File: src/hdl/sfnf_pkg.sv
// ----------------------------------------------------------------------------
// sfnf_pkg
// Shared types and constants for the structured field number formatter:
// item kinds, character select codes, controller/datapath bundles.
// ----------------------------------------------------------------------------
package sfnf_pkg;

	// Input value and magnitude width
	localparam int VALUE_W = 51;
	// Largest magnitude that may be printed
	localparam logic [VALUE_W-1:0] MAG_LIMIT = 51'd999999999999999;

	// BCD converter: 15 digits, 52-bit shift source, 4 bits per step
	localparam int NDIG          = 15;
	localparam int BCD_W         = NDIG * 4;
	localparam int BITS_PER_STEP = 4;
	localparam int SH_W          = 52;
	localparam int CONV_STEPS    = SH_W / BITS_PER_STEP;
	localparam int CNT_W         = $clog2(CONV_STEPS);
	localparam int DIG_IW        = $clog2(NDIG);

	// Decimal kind: three fraction digits
	localparam logic [DIG_IW-1:0] DEC_FLOOR = DIG_IW'(3);

	// ASCII characters
	localparam logic [7:0] CHR_AT    = 8'h40;
	localparam logic [7:0] CHR_MINUS = 8'h2D;
	localparam logic [7:0] CHR_DOT   = 8'h2E;
	localparam logic [7:0] CHR_QUEST = 8'h3F;
	localparam logic [7:0] CHR_ZERO  = 8'h30;
	localparam logic [7:0] CHR_NUL   = 8'h00;

	// Item kinds
	typedef enum logic [1:0] {
		KIND_INT  = 2'd0,
		KIND_DEC  = 2'd1,
		KIND_BOOL = 2'd2,
		KIND_DATE = 2'd3
	} kind_t;

	// Character source for the word being emitted
	typedef enum logic [2:0] {
		CH_AT    = 3'd0,
		CH_MINUS = 3'd1,
		CH_DIGIT = 3'd2,
		CH_DOT   = 3'd3,
		CH_QUEST = 3'd4,
		CH_BOOL  = 3'd5,
		CH_ERR   = 3'd6
	} char_sel_t;

	// Controller -> datapath
	typedef struct packed {
		logic      load;
		logic      conv_step;
		logic      scan;
		logic      dig_dec;
		logic      emit;
		char_sel_t sel;
		logic      last;
		logic      err;
	} cmd_t;

	// Datapath -> controller
	typedef struct packed {
		kind_t kind;
		logic  neg;
		logic  over;
		logic  bool_bad;
		logic  conv_done;
		logic  int_end;
		logic  frac_end;
	} sts_t;

	// One output word
	typedef struct packed {
		logic [7:0] chr;
		logic       last;
		logic       error;
	} out_word_t;

endpackage

File: src/hdl/sfnf_dp.sv
// ----------------------------------------------------------------------------
// sfnf_dp
// Datapath: captures the item, takes the magnitude, converts it to BCD
// four bits per cycle, finds the leading digit and builds each output word.
// ----------------------------------------------------------------------------
module sfnf_dp
	import sfnf_pkg::*;
(
	input  logic                      clk,
	input  logic                      arst_n,
	input  cmd_t                      cmd,
	input  logic [1:0]                func,
	input  logic signed [VALUE_W-1:0] value,
	output sts_t                      sts,
	output out_word_t                 word
);

	kind_t              kind_q;
	logic               neg_q;
	logic [VALUE_W-1:0] mag_q;
	logic [SH_W-1:0]    sh_q;
	logic [BCD_W-1:0]   bcd_q;
	logic [CNT_W-1:0]   cnt_q;
	logic [DIG_IW-1:0]  dig_q;
	logic [DIG_IW-1:0]  fend_q;

	logic [VALUE_W-1:0] mag_in;
	logic [SH_W-1:0]    sh_nx;
	logic [BCD_W-1:0]   bcd_nx;
	logic [DIG_IW-1:0]  floor_idx;
	logic [DIG_IW-1:0]  lead_nx;
	logic [DIG_IW-1:0]  fend_nx;
	logic [3:0]         cur_dig;
	logic [7:0]         chr;

	// Magnitude of the input; the most negative pattern yields 2^50
	assign mag_in = value[VALUE_W-1] ? (~value + VALUE_W'(1)) : value;

	// Double dabble, four source bits per step
	always_comb begin
		bcd_nx = bcd_q;
		sh_nx  = sh_q;
		for (int k = 0; k < BITS_PER_STEP; k++) begin
			for (int d = 0; d < NDIG; d++) begin
				if (bcd_nx[d*4 +: 4] >= 4'd5)
					bcd_nx[d*4 +: 4] = bcd_nx[d*4 +: 4] + 4'd3;
			end
			bcd_nx = {bcd_nx[BCD_W-2:0], sh_nx[SH_W-1]};
			sh_nx  = {sh_nx[SH_W-2:0], 1'b0};
		end
	end

	// Leading digit (never below the integer floor) and last fraction digit
	assign floor_idx = (kind_q == KIND_DEC) ? DEC_FLOOR : '0;

	always_comb begin
		lead_nx = floor_idx;
		for (int d = 0; d < NDIG; d++) begin
			if (bcd_q[d*4 +: 4] != 4'd0 && DIG_IW'(d) > floor_idx)
				lead_nx = DIG_IW'(d);
		end
	end

	always_comb begin
		if (bcd_q[3:0] != 4'd0)
			fend_nx = DIG_IW'(0);
		else if (bcd_q[7:4] != 4'd0)
			fend_nx = DIG_IW'(1);
		else
			fend_nx = DIG_IW'(2);
	end

	// Item and conversion registers
	always_ff @(posedge clk) begin
		if (cmd.load) begin
			kind_q <= kind_t'(func);
			neg_q  <= value[VALUE_W-1];
			mag_q  <= mag_in;
			sh_q   <= {1'b0, mag_in};
			bcd_q  <= '0;
		end else if (cmd.conv_step) begin
			sh_q  <= sh_nx;
			bcd_q <= bcd_nx;
		end
	end

	always_ff @(posedge clk or negedge arst_n) begin
		if (!arst_n) begin
			cnt_q  <= '0;
			dig_q  <= '0;
			fend_q <= '0;
		end else begin
			if (cmd.load)
				cnt_q <= '0;
			else if (cmd.conv_step)
				cnt_q <= cnt_q + CNT_W'(1);
			if (cmd.scan) begin
				dig_q  <= lead_nx;
				fend_q <= fend_nx;
			end else if (cmd.dig_dec) begin
				dig_q <= dig_q - DIG_IW'(1);
			end
		end
	end

	// Status to the controller
	assign sts.kind      = kind_q;
	assign sts.neg       = neg_q;
	assign sts.over      = mag_q > MAG_LIMIT;
	assign sts.bool_bad  = neg_q | (|mag_q[VALUE_W-1:1]);
	assign sts.conv_done = cnt_q == CNT_W'(CONV_STEPS - 1);
	assign sts.int_end   = dig_q == floor_idx;
	assign sts.frac_end  = dig_q == fend_q;

	// Character select
	assign cur_dig = bcd_q[{dig_q, 2'b00} +: 4];

	always_comb begin
		unique case (cmd.sel)
			CH_AT:    chr = CHR_AT;
			CH_MINUS: chr = CHR_MINUS;
			CH_DIGIT: chr = CHR_ZERO | {4'h0, cur_dig};
			CH_DOT:   chr = CHR_DOT;
			CH_QUEST: chr = CHR_QUEST;
			CH_BOOL:  chr = CHR_ZERO | {7'h00, mag_q[0]};
			CH_ERR:   chr = CHR_NUL;
			default:  chr = CHR_NUL;
		endcase
	end

	assign word.chr   = chr;
	assign word.last  = cmd.last;
	assign word.error = cmd.err;

endmodule

File: src/hdl/sfnf_ctrl.sv
// ----------------------------------------------------------------------------
// sfnf_ctrl
// Controller: sequences check, conversion, scan and character emission.
// Emission states advance only when the output register can take a word.
// ----------------------------------------------------------------------------
module sfnf_ctrl
	import sfnf_pkg::*;
(
	input  logic clk,
	input  logic arst_n,
	input  logic in_valid,
	output logic in_ready,
	input  sts_t sts,
	input  logic out_free,
	output cmd_t cmd
);

	typedef enum logic [11:0] {
		S_IDLE  = 12'b0000_0000_0001,
		S_CHECK = 12'b0000_0000_0010,
		S_CONV  = 12'b0000_0000_0100,
		S_SCAN  = 12'b0000_0000_1000,
		S_AT    = 12'b0000_0001_0000,
		S_SIGN  = 12'b0000_0010_0000,
		S_INT   = 12'b0000_0100_0000,
		S_DOT   = 12'b0000_1000_0000,
		S_FRAC  = 12'b0001_0000_0000,
		S_BQ    = 12'b0010_0000_0000,
		S_BV    = 12'b0100_0000_0000,
		S_ERR   = 12'b1000_0000_0000
	} state_t;

	state_t state_q;
	state_t state_nx;
	logic   is_dec;

	assign is_dec   = sts.kind == KIND_DEC;
	assign in_ready = state_q == S_IDLE;

	// Next state and commands
	always_comb begin
		state_nx      = state_q;
		cmd           = '0;
		cmd.sel       = CH_ERR;
		unique case (state_q)
			S_IDLE: begin
				if (in_valid) begin
					cmd.load = 1'b1;
					state_nx = S_CHECK;
				end
			end
			S_CHECK: begin
				if (sts.kind == KIND_BOOL)
					state_nx = sts.bool_bad ? S_ERR : S_BQ;
				else
					state_nx = sts.over ? S_ERR : S_CONV;
			end
			S_CONV: begin
				cmd.conv_step = 1'b1;
				if (sts.conv_done)
					state_nx = S_SCAN;
			end
			S_SCAN: begin
				cmd.scan = 1'b1;
				if (sts.kind == KIND_DATE)
					state_nx = S_AT;
				else if (sts.neg)
					state_nx = S_SIGN;
				else
					state_nx = S_INT;
			end
			S_AT: begin
				cmd.sel = CH_AT;
				if (out_free) begin
					cmd.emit = 1'b1;
					state_nx = sts.neg ? S_SIGN : S_INT;
				end
			end
			S_SIGN: begin
				cmd.sel = CH_MINUS;
				if (out_free) begin
					cmd.emit = 1'b1;
					state_nx = S_INT;
				end
			end
			S_INT: begin
				cmd.sel  = CH_DIGIT;
				cmd.last = sts.int_end & ~is_dec;
				if (out_free) begin
					cmd.emit    = 1'b1;
					cmd.dig_dec = 1'b1;
					if (sts.int_end)
						state_nx = is_dec ? S_DOT : S_IDLE;
				end
			end
			S_DOT: begin
				cmd.sel = CH_DOT;
				if (out_free) begin
					cmd.emit = 1'b1;
					state_nx = S_FRAC;
				end
			end
			S_FRAC: begin
				cmd.sel  = CH_DIGIT;
				cmd.last = sts.frac_end;
				if (out_free) begin
					cmd.emit    = 1'b1;
					cmd.dig_dec = 1'b1;
					if (sts.frac_end)
						state_nx = S_IDLE;
				end
			end
			S_BQ: begin
				cmd.sel = CH_QUEST;
				if (out_free) begin
					cmd.emit = 1'b1;
					state_nx = S_BV;
				end
			end
			S_BV: begin
				cmd.sel  = CH_BOOL;
				cmd.last = 1'b1;
				if (out_free) begin
					cmd.emit = 1'b1;
					state_nx = S_IDLE;
				end
			end
			S_ERR: begin
				cmd.sel  = CH_ERR;
				cmd.last = 1'b1;
				cmd.err  = 1'b1;
				if (out_free) begin
					cmd.emit = 1'b1;
					state_nx = S_IDLE;
				end
			end
			default: state_nx = S_IDLE;
		endcase
	end

	// State register
	always_ff @(posedge clk or negedge arst_n) begin
		if (!arst_n)
			state_q <= S_IDLE;
		else
			state_q <= state_nx;
	end

endmodule

File: src/hdl/sfnf_oreg.sv
// ----------------------------------------------------------------------------
// sfnf_oreg
// Output register: holds one word until the consumer takes it, and tells
// the controller when a new word can be loaded.
// ----------------------------------------------------------------------------
module sfnf_oreg
	import sfnf_pkg::*;
(
	input  logic       clk,
	input  logic       arst_n,
	input  logic       load,
	input  out_word_t  word,
	output logic       free,
	output logic       out_valid,
	input  logic       out_ready,
	output logic [7:0] out_char,
	output logic       last,
	output logic       error
);

	logic      valid_q;
	out_word_t word_q;

	// Slot is free when empty or being drained this cycle
	assign free = ~valid_q | out_ready;

	always_ff @(posedge clk or negedge arst_n) begin
		if (!arst_n)
			valid_q <= 1'b0;
		else if (load)
			valid_q <= 1'b1;
		else if (out_ready)
			valid_q <= 1'b0;
	end

	always_ff @(posedge clk) begin
		if (load)
			word_q <= word;
	end

	assign out_valid = valid_q;
	assign out_char  = word_q.chr;
	assign last      = word_q.last;
	assign error     = word_q.error;

endmodule

File: src/hdl/structured_field_number_formatter.sv
// ----------------------------------------------------------------------------
// structured_field_number_formatter
// Prints one numeric bare item (integer, decimal, boolean, date) as its
// canonical text, one ASCII character per output word.
//
//   Channel   Handshake             Payload
//   input     in_valid / in_ready   func[1:0], value[50:0] signed
//   output    out_valid / out_ready out_char[7:0], last, error
//
// Integer, decimal and date items pass acceptance, a range check, 13 BCD
// conversion steps (4 bits each) and a leading-digit scan, then emit one
// character per cycle unless the output stalls. Booleans emit two
// characters after the check, error items a single error word.
// Reset clears the controller and the output register valid bit.
// A stalled output holds the current character; the next item is accepted
// once the last character of the previous one sits in the output register.
// ----------------------------------------------------------------------------
module structured_field_number_formatter
	import sfnf_pkg::*;
(
	input  logic                      clk,
	input  logic                      arst_n,
	input  logic                      in_valid,
	output logic                      in_ready,
	input  logic [1:0]                func,
	input  logic signed [VALUE_W-1:0] value,
	output logic                      out_valid,
	input  logic                      out_ready,
	output logic [7:0]                out_char,
	output logic                      last,
	output logic                      error
);

	cmd_t      cmd;
	sts_t      sts;
	out_word_t word;
	logic      out_free;

	sfnf_ctrl u_ctrl (
		.clk      (clk),
		.arst_n   (arst_n),
		.in_valid (in_valid),
		.in_ready (in_ready),
		.sts      (sts),
		.out_free (out_free),
		.cmd      (cmd)
	);

	sfnf_dp u_dp (
		.clk    (clk),
		.arst_n (arst_n),
		.cmd    (cmd),
		.func   (func),
		.value  (value),
		.sts    (sts),
		.word   (word)
	);

	sfnf_oreg u_oreg (
		.clk       (clk),
		.arst_n    (arst_n),
		.load      (cmd.emit),
		.word      (word),
		.free      (out_free),
		.out_valid (out_valid),
		.out_ready (out_ready),
		.out_char  (out_char),
		.last      (last),
		.error     (error)
	);

	// An error word is always the single, final word of its item
	a_err_last: assert property (@(posedge clk) disable iff (!arst_n)
		out_valid && error |-> last && out_char == CHR_NUL)
		else $error("error word without last or with nonzero char");

	// Only one item in flight
	a_one_item: assert property (@(posedge clk) disable iff (!arst_n)
		in_valid && in_ready |=> !in_ready)
		else $error("input accepted twice in a row");

	// When idle, no unfinished item is left in the output register
	a_idle_done: assert property (@(posedge clk) disable iff (!arst_n)
		in_ready |-> !(out_valid && !last))
		else $error("idle while an item is incomplete");

endmodule

File: config.mk
export PLATFORM = sky130hd
export DESIGN_NAME = structured_field_number_formatter
export DESIGN_NICKNAME = d
export VERILOG_FILES = /design/src/hdl/sfnf_pkg.sv /design/src/hdl/sfnf_dp.sv /design/src/hdl/sfnf_ctrl.sv /design/src/hdl/sfnf_oreg.sv /design/src/hdl/structured_field_number_formatter.sv
export SDC_FILE = /design/constraint.sdc
export NUM_CORES = 1
export LEC_CHECK = 0
export BUFFER_PORTS_ARGS = -buffer_cell sky130_fd_sc_hd__buf_2
export CAP_MARGIN = 0
export CORE_MARGIN = 1.5
export CORE_UTILIZATION = 45
export DETAILED_ROUTE_END_ITERATION = 8
export PLACE_DENSITY = 0.68
export SKIP_CTS_REPAIR_TIMING = 1
export SLEW_MARGIN = 15
export SYNTH_ARGS = -nofsm -noshare
export SYNTH_HDL_FRONTEND = slang
export SYNTH_SLANG_ARGS = --single-unit
File: constraint.sdc
create_clock -name clk -period 4.6 [get_ports clk]
set_clock_uncertainty 0.2 [all_clocks]
set_input_delay 0.92 -clock clk [delete_from_list [all_inputs] [get_ports clk]]
set_output_delay 0.92 -clock clk [all_outputs]
set_load 0.05 [all_outputs]
## Word-level counts from Yosys, hierarchy flattened

Index checks and enable logic that the tools add are counted.

- Output and inout port bits: 12
- Input bits: 57
- Bits in registers: 201
- Word-level logic and storage cells: 348

- Multiplexer cells: 116
- Reduce and logical (&&, ||, !) cells: 38
- Shift operators: 1
- Eq/ne operators: 34
- Add/subtract/negate cells: 63
- Bitwise gates (word level): 6
- $lt $le $gt $ge: 76

Operator list:

| cell | number |
|---|---|
| $mux W4 | 76 |
| $ge A4 B3 Y1 const B | 60 |
| $add A4 B2 Y4 const B | 56 |
| $mux W12 | 15 |
| $mux W51 | 3 |
| $pmux W12 S11 | 1 |
| $reduce_bool A4 Y1 | 15 |
| $shiftx A60 B7 Y4 | 1 |
| $add A51 B2 Y51 const B | 1 |
| $gt A51 B50 Y1 const B | 1 |
| $not A51 Y51 | 1 |
| $reduce_or A50 Y1 | 1 |
| $pmux W7 S6 | 1 |
| $gt A4 B4 Y1 const A | 7 |
| $pmux W4 S7 | 1 |
| $ne A2 B2 Y1 const B | 9 |
| $gt A3 B4 Y1 const A | 4 |
| $logic_and A1 B1 Y1 | 15 |
| $add A3 B2 Y3 const B | 4 |
| $eq A12 B1 Y1 const B | 1 |
| $eq A12 B10 Y1 const B | 1 |
| $eq A12 B11 Y1 const B | 1 |
| $eq A12 B12 Y1 const B | 1 |
| $eq A12 B2 Y1 const B | 1 |
| 32 further kinds | 57 |

## Longest topological paths before layout

Gate-level depths: netlist (run 1).

- Depth in word-level cells: 20
- Gate-level depth with buffers: 22
- Mapped depth without buffers: 22

## Hierarchy

From an unflattened synthesis (run 1), not the netlist that was laid out.

- Cell total of the unflattened synthesis: 1993
- Area, all modules: 16891.2 sq um

Modules (own cells, without submodules):

| module | cells an instance | instances | seq. area each (sq um) | area each (sq um) |
|---|---|---|---|---|
| sfnf_dp | 1859 | 1 | 4624.4 | 15508.6 |
| sfnf_ctrl | 121 | 1 | 301.5 | 1034.7 |
| sfnf_oreg | 13 | 1 | 325.3 | 347.8 |

## Worst setup path after synthesis (run 1)

No wires, ideal clock.

- Path type: reg-to-reg
- From: reg u_ctrl.state_q[11]
- To: reg u_dp.kind_q[0], enable pin
- Setup slack: 0.000 ns
- Cell stages (with the launch flop): 10
- Library setup time: 0.439 ns
- Buffers on the path: 2
- Period minus slack after synthesis: 4.600 ns
- Required time: 3.961 ns
- Arrival time: 3.961 ns
- Path through: dfrtp_1 > clkbuf_1 > nor4_1 > nand2_1 > nor3_1 > nand3_1 > inv_1 > nand2_1 > inv_2 > buf_1

RTL lines:

| what | RTL line | text |
|---|---|---|
| start, declared | sfnf_ctrl.sv:33 | `state_t state_q;` |
| start signal, assigned | sfnf_ctrl.sv:146 | `state_q <= state_nx;` |
| end signal, assigned | sfnf_dp.sv:76 | `kind_q <= kind_t'(func);` |
| end, declared | sfnf_dp.sv:18 | `kind_t kind_q;` |

## Final worst setup path (run 1)

- From: reg u_dp.bcd_q[52]
- To: reg u_dp.bcd_q[58]

- Longest elaborated chain between the ends: 8
- Elaborated cells on any way between the ends: 18
- Classes of those cells: add/sub (6); order compare (6); mux (6)

Ends and longest elaborated chain:

| what | RTL line | text |
|---|---|---|
| start, declared | sfnf_dp.sv:22 | `logic [BCD_W-1:0] bcd_q;` |
| start signal, assigned | sfnf_dp.sv:83 | `bcd_q <= bcd_nx;` |
| $add A4 B2 Y4 / $ge A4 B3 Y1 (equally long branches) | sfnf_dp.sv:46, sfnf_dp.sv:45 |  |
| $mux W4 * | sfnf_dp.sv:45 | `if (bcd_nx[d*4 +: 4] >= 4'd5)` |
| $add A4 B2 Y4, or another cell as far along | sfnf_dp.sv:46 | `bcd_nx[d*4 +: 4] = bcd_nx[d*4 +: 4] + 4'd3;` |
| $mux W4 / $mux W3 (equally long branches) | sfnf_dp.sv:45 |  |
| $add A4 B2 Y4, or another cell as far along | sfnf_dp.sv:46 |  |
| $mux W4 / $mux W3 (equally long branches) | sfnf_dp.sv:45 |  |
| $ge A4 B3 Y1 / $add A3 B2 Y3 (equally long branches) | sfnf_dp.sv:45, sfnf_dp.sv:46 |  |
| $mux W3 * | sfnf_dp.sv:45 |  |

Every way passes the cells marked *; elsewhere a longest branch is shown, timed or not.
A chain may end at the register's enable or synchronous reset.

==> impl_metrics.json, run 1 <==
{
  "worstReg2RegStart": "u_dp.bcd_q[52]",
  "synth_xor_area_share_pct": 6.12,
  "nets": 1999,
  "critPathCaptureType": "flip-flop",
  "synth_compound_area_share_pct": 22.6,
  "synthTopCellsByArea": "edfxtp_1 22%, dfxtp_1 8.0%, nand2_1 6.0%",
  "grt_max_degree": 55,
  "synthSimpleGateAreaFrac_pct": 21.1,
  "required_ns": 4.80,
  "synthMuxAreaShare_pct": 6.52,
  "instances_no_fill": 2337,
  "core-area_mm2": 0.0335,
  "drc_errors": 0,
  "crit_chain": "inv_1 -> ha_1 -> nand2b_1 -> a21oi_2 -> mux2_2 -> a21oi_1 -> xnor2_1 -> ha_1 -> o31ai_1 -> nand2b_1 -> xnor2_2 -> ha_1 -> nand2b_1 -> o21ai_0 -> a21oi_1 -> a311o_1 -> or3_1 -> nand2_1",
  "synth_top_area_share_pct": 22.4,
  "io_pins": 69,
  "die_area_mm2": 0.0351,
  "place_congestion": 0.901,
  "synth_flop_cell": "edfxtp_1",
  "start_kind": "flip-flop",
  "groute.usage.overall_pct": 21.9,
  "ir_worst_vdd_mv": 0.352,
  "drt_iter0_markers": 899,
  "fmax_ghz": 0.232,
  "final_cell_mix": "243 x nand2_1, 164 x nor2_1, 163 x o21ai_0, 125 x a21oi_1, 114 x edfxtp_1",
  "hpwl_um": 28500,
  "route.detailed.vias_per_inst": 5.87,
  "cp.depth": 18,
  "rows": 67,
  "cts.sinks": 198,
  "cts.reportedPaths.clkPinSlew_ns": 0.08,
  "synth-seq-cells": 198,
  "avgRoutedWirePerCell_um": 16.5,
  "synth_cells": 1836,
  "hold_viol": 0,
  "max-cap-violations": 0,
  "cts_made_buffers": 17,
  "num_vias": 13700,
  "finalCritPeriodShare_pct": 93.8,
  "synth_warnings": 0,
  "first_global_vias": 12800,
  "path_class": "flip-flop to flip-flop",
  "yosysTopAreaCell": "edfxtp_1",
  "nFillCells": 3183,
  "routed_wl_um": 38500,
  "cp_slowest_stage_delay_ns": 0.42,
  "io_buffer_count": 67,
  "synth_edf_count": 114,
  "power.density_mw_per_mm2": 561,
  "placedCellCount": 2305,
  "die_w_um": 187,
  "slowest_stage": "mux2_2",
  "drt_pass1_iterations": 5,
  "min_period_ns": 4.32,
  "critical_path.top_delay_family": "compound AO/OA/AOI/OAI gates",
  "grt_pass1_wl_um": 63300,
  "ys_types": 84,
  "worstSkewPairLatency_ns": 0.45,
  "async_reset_ff_share_pct": 11.6,
  "drive_above_1_share_pct": 10.7,
  "dp_slack_ns": 0.148,
  "hp-class": "input port to async pin",
  "ys_seq_area_share_pct": 34.1,
  "synth.avg_cell_area_um2": 8.34,
  "slew-limit-headroom_pct": 39.7,
  "worst_pin_slew_ns": 0.904,
  "antenna_found_initial": 0,
  "synth_top_family_by_area": "compound AO/OA/AOI/OAI gates",
  "p_leak_nw": 6.39,
  "start_util_pct": 45.7,
  "cp_max_fo": 6,
  "yosys.area_share.adder_pct": 5.39,
  "cp.buffers_inverters": 1,
  "cts_tree": "built",
  "die_h_um": 187,
  "worst_slack_ns": 0.284,
  "syn_area_mm2": 0.0153,
  "cp.arrival_ns": 4.51,
  "syn_nets": 1959,
  "area_growth_pct": 9.29,
  "slew_violations": 0,
  "diodes": 0,
  "startpoint": "u_dp.bcd_q[52]",
  "r2r_cells": 18,
  "status": "completed",
  "clock_path_buffers": 2,
  "ant_nets": 0,
  "gr-total-overflow": 0,
  "ctsHtreeMaxLevel": 4,
  "cts-root-buf": "clkbuf_16",
  "final_common_cell": "nand2_1",
  "setup_viol": 0
}
[synthesized netlist by cell type (16+ instances only)]
| cell type | instances |
|---|---|
| a31oi_1 | 35 |
| clkbuf_1 | 53 |
| nor3_1 | 25 |
| nand2_1 | 244 |
| xor2_1 | 29 |
| o31ai_1 | 21 |
| inv_1 | 101 |
| mux2i_1 | 39 |
| nor3b_1 | 25 |
| a21oi_1 | 128 |
| a211oi_1 | 24 |
| o211ai_1 | 17 |
| a21o_1 | 17 |
| nand2b_1 | 40 |
| nand3_1 | 32 |
| nor2_1 | 164 |
| dfrtp_1 | 22 |
| nor4_1 | 19 |
| o21ai_0 | 163 |
| nand4_1 | 18 |
| xnor2_1 | 78 |
| ha_1 | 66 |
| edfxtp_1 | 114 |
| mux4_2 | 16 |
| mux2_2 | 22 |
| dfxtp_1 | 61 |
| nor2b_1 | 21 |
[sequential cells by signal, indices dropped and copies added (netlist names)]
register,cells
u_ctrl.state_q,12
u_dp.bcd_q,60
u_dp.cnt_q,4
u_dp.dig_q,4
u_dp.fend_q,2
u_dp.kind_q,2
u_dp.mag_q,51
u_dp.neg_q,1
u_dp.sh_q,52
u_oreg.error,1
u_oreg.last,1
u_oreg.out_char,7
u_oreg.out_valid,1
[metal layers]
layer / wire length [µm] / part of all wire (%) / track usage (%)
met1: 17800 / 46 / 29.7
met2: 18300 / 48 / 37.1
met3: 1820 / 4.7 / 2.96
met4: 474 / 1.2 / 5.23
met5: 0 / 0 / 0
[cells by family after synthesis]
group,Yosys count
fa+ha+maj,66
simple gates,675
buf+inv,168
flops,198
xor+xnor,107
mux,77
compound gates,544
other cells,1
[power by group]
group	leakage, nW	internal (mW)	total [mW]	switching (mW)
clock	0.258	0.705	1.44	0.733
combinational	4.26	1.86	4.97	3.11
sequential	1.87	2.55	2.99	0.442
[cell type report]
class | instances | area, µm² | area share, %
multi-input cells | 1470 | 9510 | 56.8
repair buffers | 87 | 523 | 3.12
well taps | 448 | 561 | 3.35
inverters | 102 | 384 | 2.29
clock buffers | 17 | 425 | 2.54
flip-flops and latches | 198 | 5220 | 31.2
clock inverters | 15 | 115 | 0.688
[final timing paths]
check                                     to  slack [ns]
hold reg to reg                u_dp.sh_q[51]        0.28
hold / removal                 u_dp.dig_q[0]        0.26
setup reg to reg              u_dp.bcd_q[58]        0.28
max in group asynchronous  u_ctrl.state_q[0]        3.55
min in group clk               u_dp.sh_q[51]        0.28
setup / recovery              u_dp.bcd_q[58]        0.28
[through the flow]
stage	power, mW	cell area [µm²]	TNS, ns	utilization [%]	hold slack (ns)
global placement	7.72	16200	0	48.2	0.249
CTS	9.35	16700	0	49.8	0.272
detailed placement	7.90	16200	0	48.2	0.266
finish	9.40	16700	0	49.9	0.258
global route	10.1	16700	-0.0424	49.9	0.295
floorplan	6.66	15300	0	-	0.242
Note: power is estimated with default switching activity, not from simulation.
==> run 2: changes to the inputs <==
--- a/config.mk
+++ b/config.mk
@@ -5,7 +5,7 @@
 export SDC_FILE = /design/constraint.sdc
 export NUM_CORES = 1
 export LEC_CHECK = 0
-export BUFFER_PORTS_ARGS = -buffer_cell sky130_fd_sc_hd__buf_2
+export BUFFER_PORTS_ARGS = -buffer_cell sky130_fd_sc_hd__clkbuf_2
 export CAP_MARGIN = 0
 export CORE_MARGIN = 1.5
 export CORE_UTILIZATION = 45
==> impl_metrics.json, run 2 (synthesized netlist as in run 1, its figures left out) <==
{
  "gr-total-overflow": 0,
  "cp_max_fo": 6,
  "hold_viol": 0,
  "first_global_vias": 12700,
  "largest_reg_flops": 60,
  "seqCellArea_mm2": 0.00522,
  "worst_pin_slew_ns": 0.977,
  "reg_top3": "u_dp.bcd_q (60), u_dp.sh_q (52), u_dp.mag_q (51)",
  "fmax_ghz": 0.232,
  "final_cell_mix": "243 x nand2_1, 164 x nor2_1, 163 x o21ai_0, 126 x a21oi_1, 114 x edfxtp_1",
  "status": "completed",
  "rsz0062_at_grt": "no",
  "antenna_found_initial": 0,
  "multi_input_area_mm2": 0.00950,
  "cts.sinks": 198,
  "cts.reportedPaths.clkPinSlew_ns": 0.07,
  "min_period_ns": 4.32,
  "start_kind": "flip-flop",
  "die_h_um": 187,
  "tns_ns": 0,
  "slew-limit-headroom_pct": 34.9,
  "groute.usage.overall_pct": 21.9,
  "final_common_cell": "nand2_1",
  "io_buffer_count": 67,
  "worstHoldPathCells": 1,
  "r2r_cells": 18,
  "io_pins": 69,
  "cts_made_buffers": 17,
  "die_w_um": 187,
  "nets": 2002,
  "max-cap-violations": 0,
  "path_class": "flip-flop to flip-flop",
  "p_leak_nw": 6.47,
  "avgRoutedWirePerCell_um": 16.5,
  "cp_slowest_stage_delay_ns": 0.41,
  "start_util_pct": 45.7,
  "clock_path_buffers": 2,
  "hp-class": "flip-flop to flip-flop",
  "crit_chain": "inv_1 -> ha_1 -> nand2b_1 -> a21oi_2 -> mux2_2 -> a21oi_1 -> xnor2_1 -> ha_1 -> o31ai_1 -> nand2b_1 -> xnor2_2 -> ha_1 -> nand2b_1 -> o21ai_0 -> a21oi_1 -> a311o_1 -> or3_1 -> nand2_1",
  "drive_above_1_share_pct": 10.9,
  "ir_worst_vdd_mv": 0.282,
  "route.detailed.vias_per_inst": 5.90,
  "slowest_stage": "mux2_2",
  "core-area_mm2": 0.0335,
  "area_growth_pct": 10.0,
  "grt_max_degree": 53,
  "num_vias": 13800,
  "hpwl_um": 28400,
  "ant_nets": 0,
  "cts-root-buf": "clkbuf_16",
  "rows": 67,
  "hold_ws_ns": 0.273,
  "diodes": 0,
  "required_ns": 4.80,
  "cts_tree": "built",
  "cp.arrival_ns": 4.52,
  "die_area_mm2": 0.0351,
  "drt_iter0_markers": 1025,
  "setup_viol": 0,
  "nFillCells": 3140,
  "drt_pass1_iterations": 5,
  "grt_pass1_wl_um": 63200,
  "routed_wl_um": 38500,
  "slew_violations": 0,
  "cp.depth": 18,
  "critical_path.top_delay_family": "compound AO/OA/AOI/OAI gates",
  "drc_errors": 0,
  "cp.buffers_inverters": 1,
  "finalCritPeriodShare_pct": 93.9,
  "ctsHtreeMaxLevel": 4,
  "power.density_mw_per_mm2": 571,
  "worstSkewPairLatency_ns": 0.45,
  "place_congestion": 0.910,
  "critPathCaptureType": "flip-flop",
  "top_register": "u_dp.bcd_q"
}
## run 2: changes by cell type in the layout (fill, tap and decap cells not counted), sizes merged
cell and delta:
clkbuf +67, buf -64, bufinv +3, clkinvlp -2, clkinv -1
## run 2: power breakdown
group / total, mW / switching [mW] / internal (mW)
clock: 1.63 / 0.752 / 0.882
combinational: 5.01 / 3.13 / 1.88
sequential: 2.98 / 0.428 / 2.55
total: 9.63 / 4.31 / 5.32
## run 2: layout make-up
class | instances | share of cell area [%]
clock buffers | 17 | 2.53
clock inverters | 15 | 1.23
inverters | 102 | 2.28
multi-input cells | 1470 | 56.4
flip-flops and latches | 198 | 31.0
well taps | 448 | 3.33
repair buffers | 90 | 3.24
## run 2: final timing paths
path	start	end	slack, ns
min in group asynchronous	arst_n	u_dp.dig_q[2]	0.28
max in group asynchronous	arst_n	u_ctrl.state_q[5]	3.48
worst min-delay path	u_dp.sh_q[47]	u_dp.sh_q[51]	0.27
worst max-delay path	u_dp.bcd_q[52]	u_dp.bcd_q[58]	0.28
worst max register to register	u_dp.bcd_q[52]	u_dp.bcd_q[58]	0.28
worst min register to register	u_dp.sh_q[47]	u_dp.sh_q[51]	0.27
## run 2: routing by layer
metal  track usage [%]  vias to the layer above  routed length [µm]
li1                  -                     6812                   -
met1              30.2                     6586               17900
met2              35.9                      362               18000
met3              2.89                       50                2040
met4              6.18                        0                 562
met5                 0                        -                   0
## run 2: per-stage QoR
stage	power, mW	cell area [µm²]	util, %	setup WS [ns]	instances
final	9.63	16800	50.2	0.282	2340
after global routing	10.4	16800	50.2	0.00906	2340
after detailed placement	7.93	16200	48.2	0.165	2308
after floorplan	6.66	15300	-	0.0438	1836
after CTS	9.57	16800	50.1	0.181	2340
after global placement	7.75	16200	48.2	0.187	2308
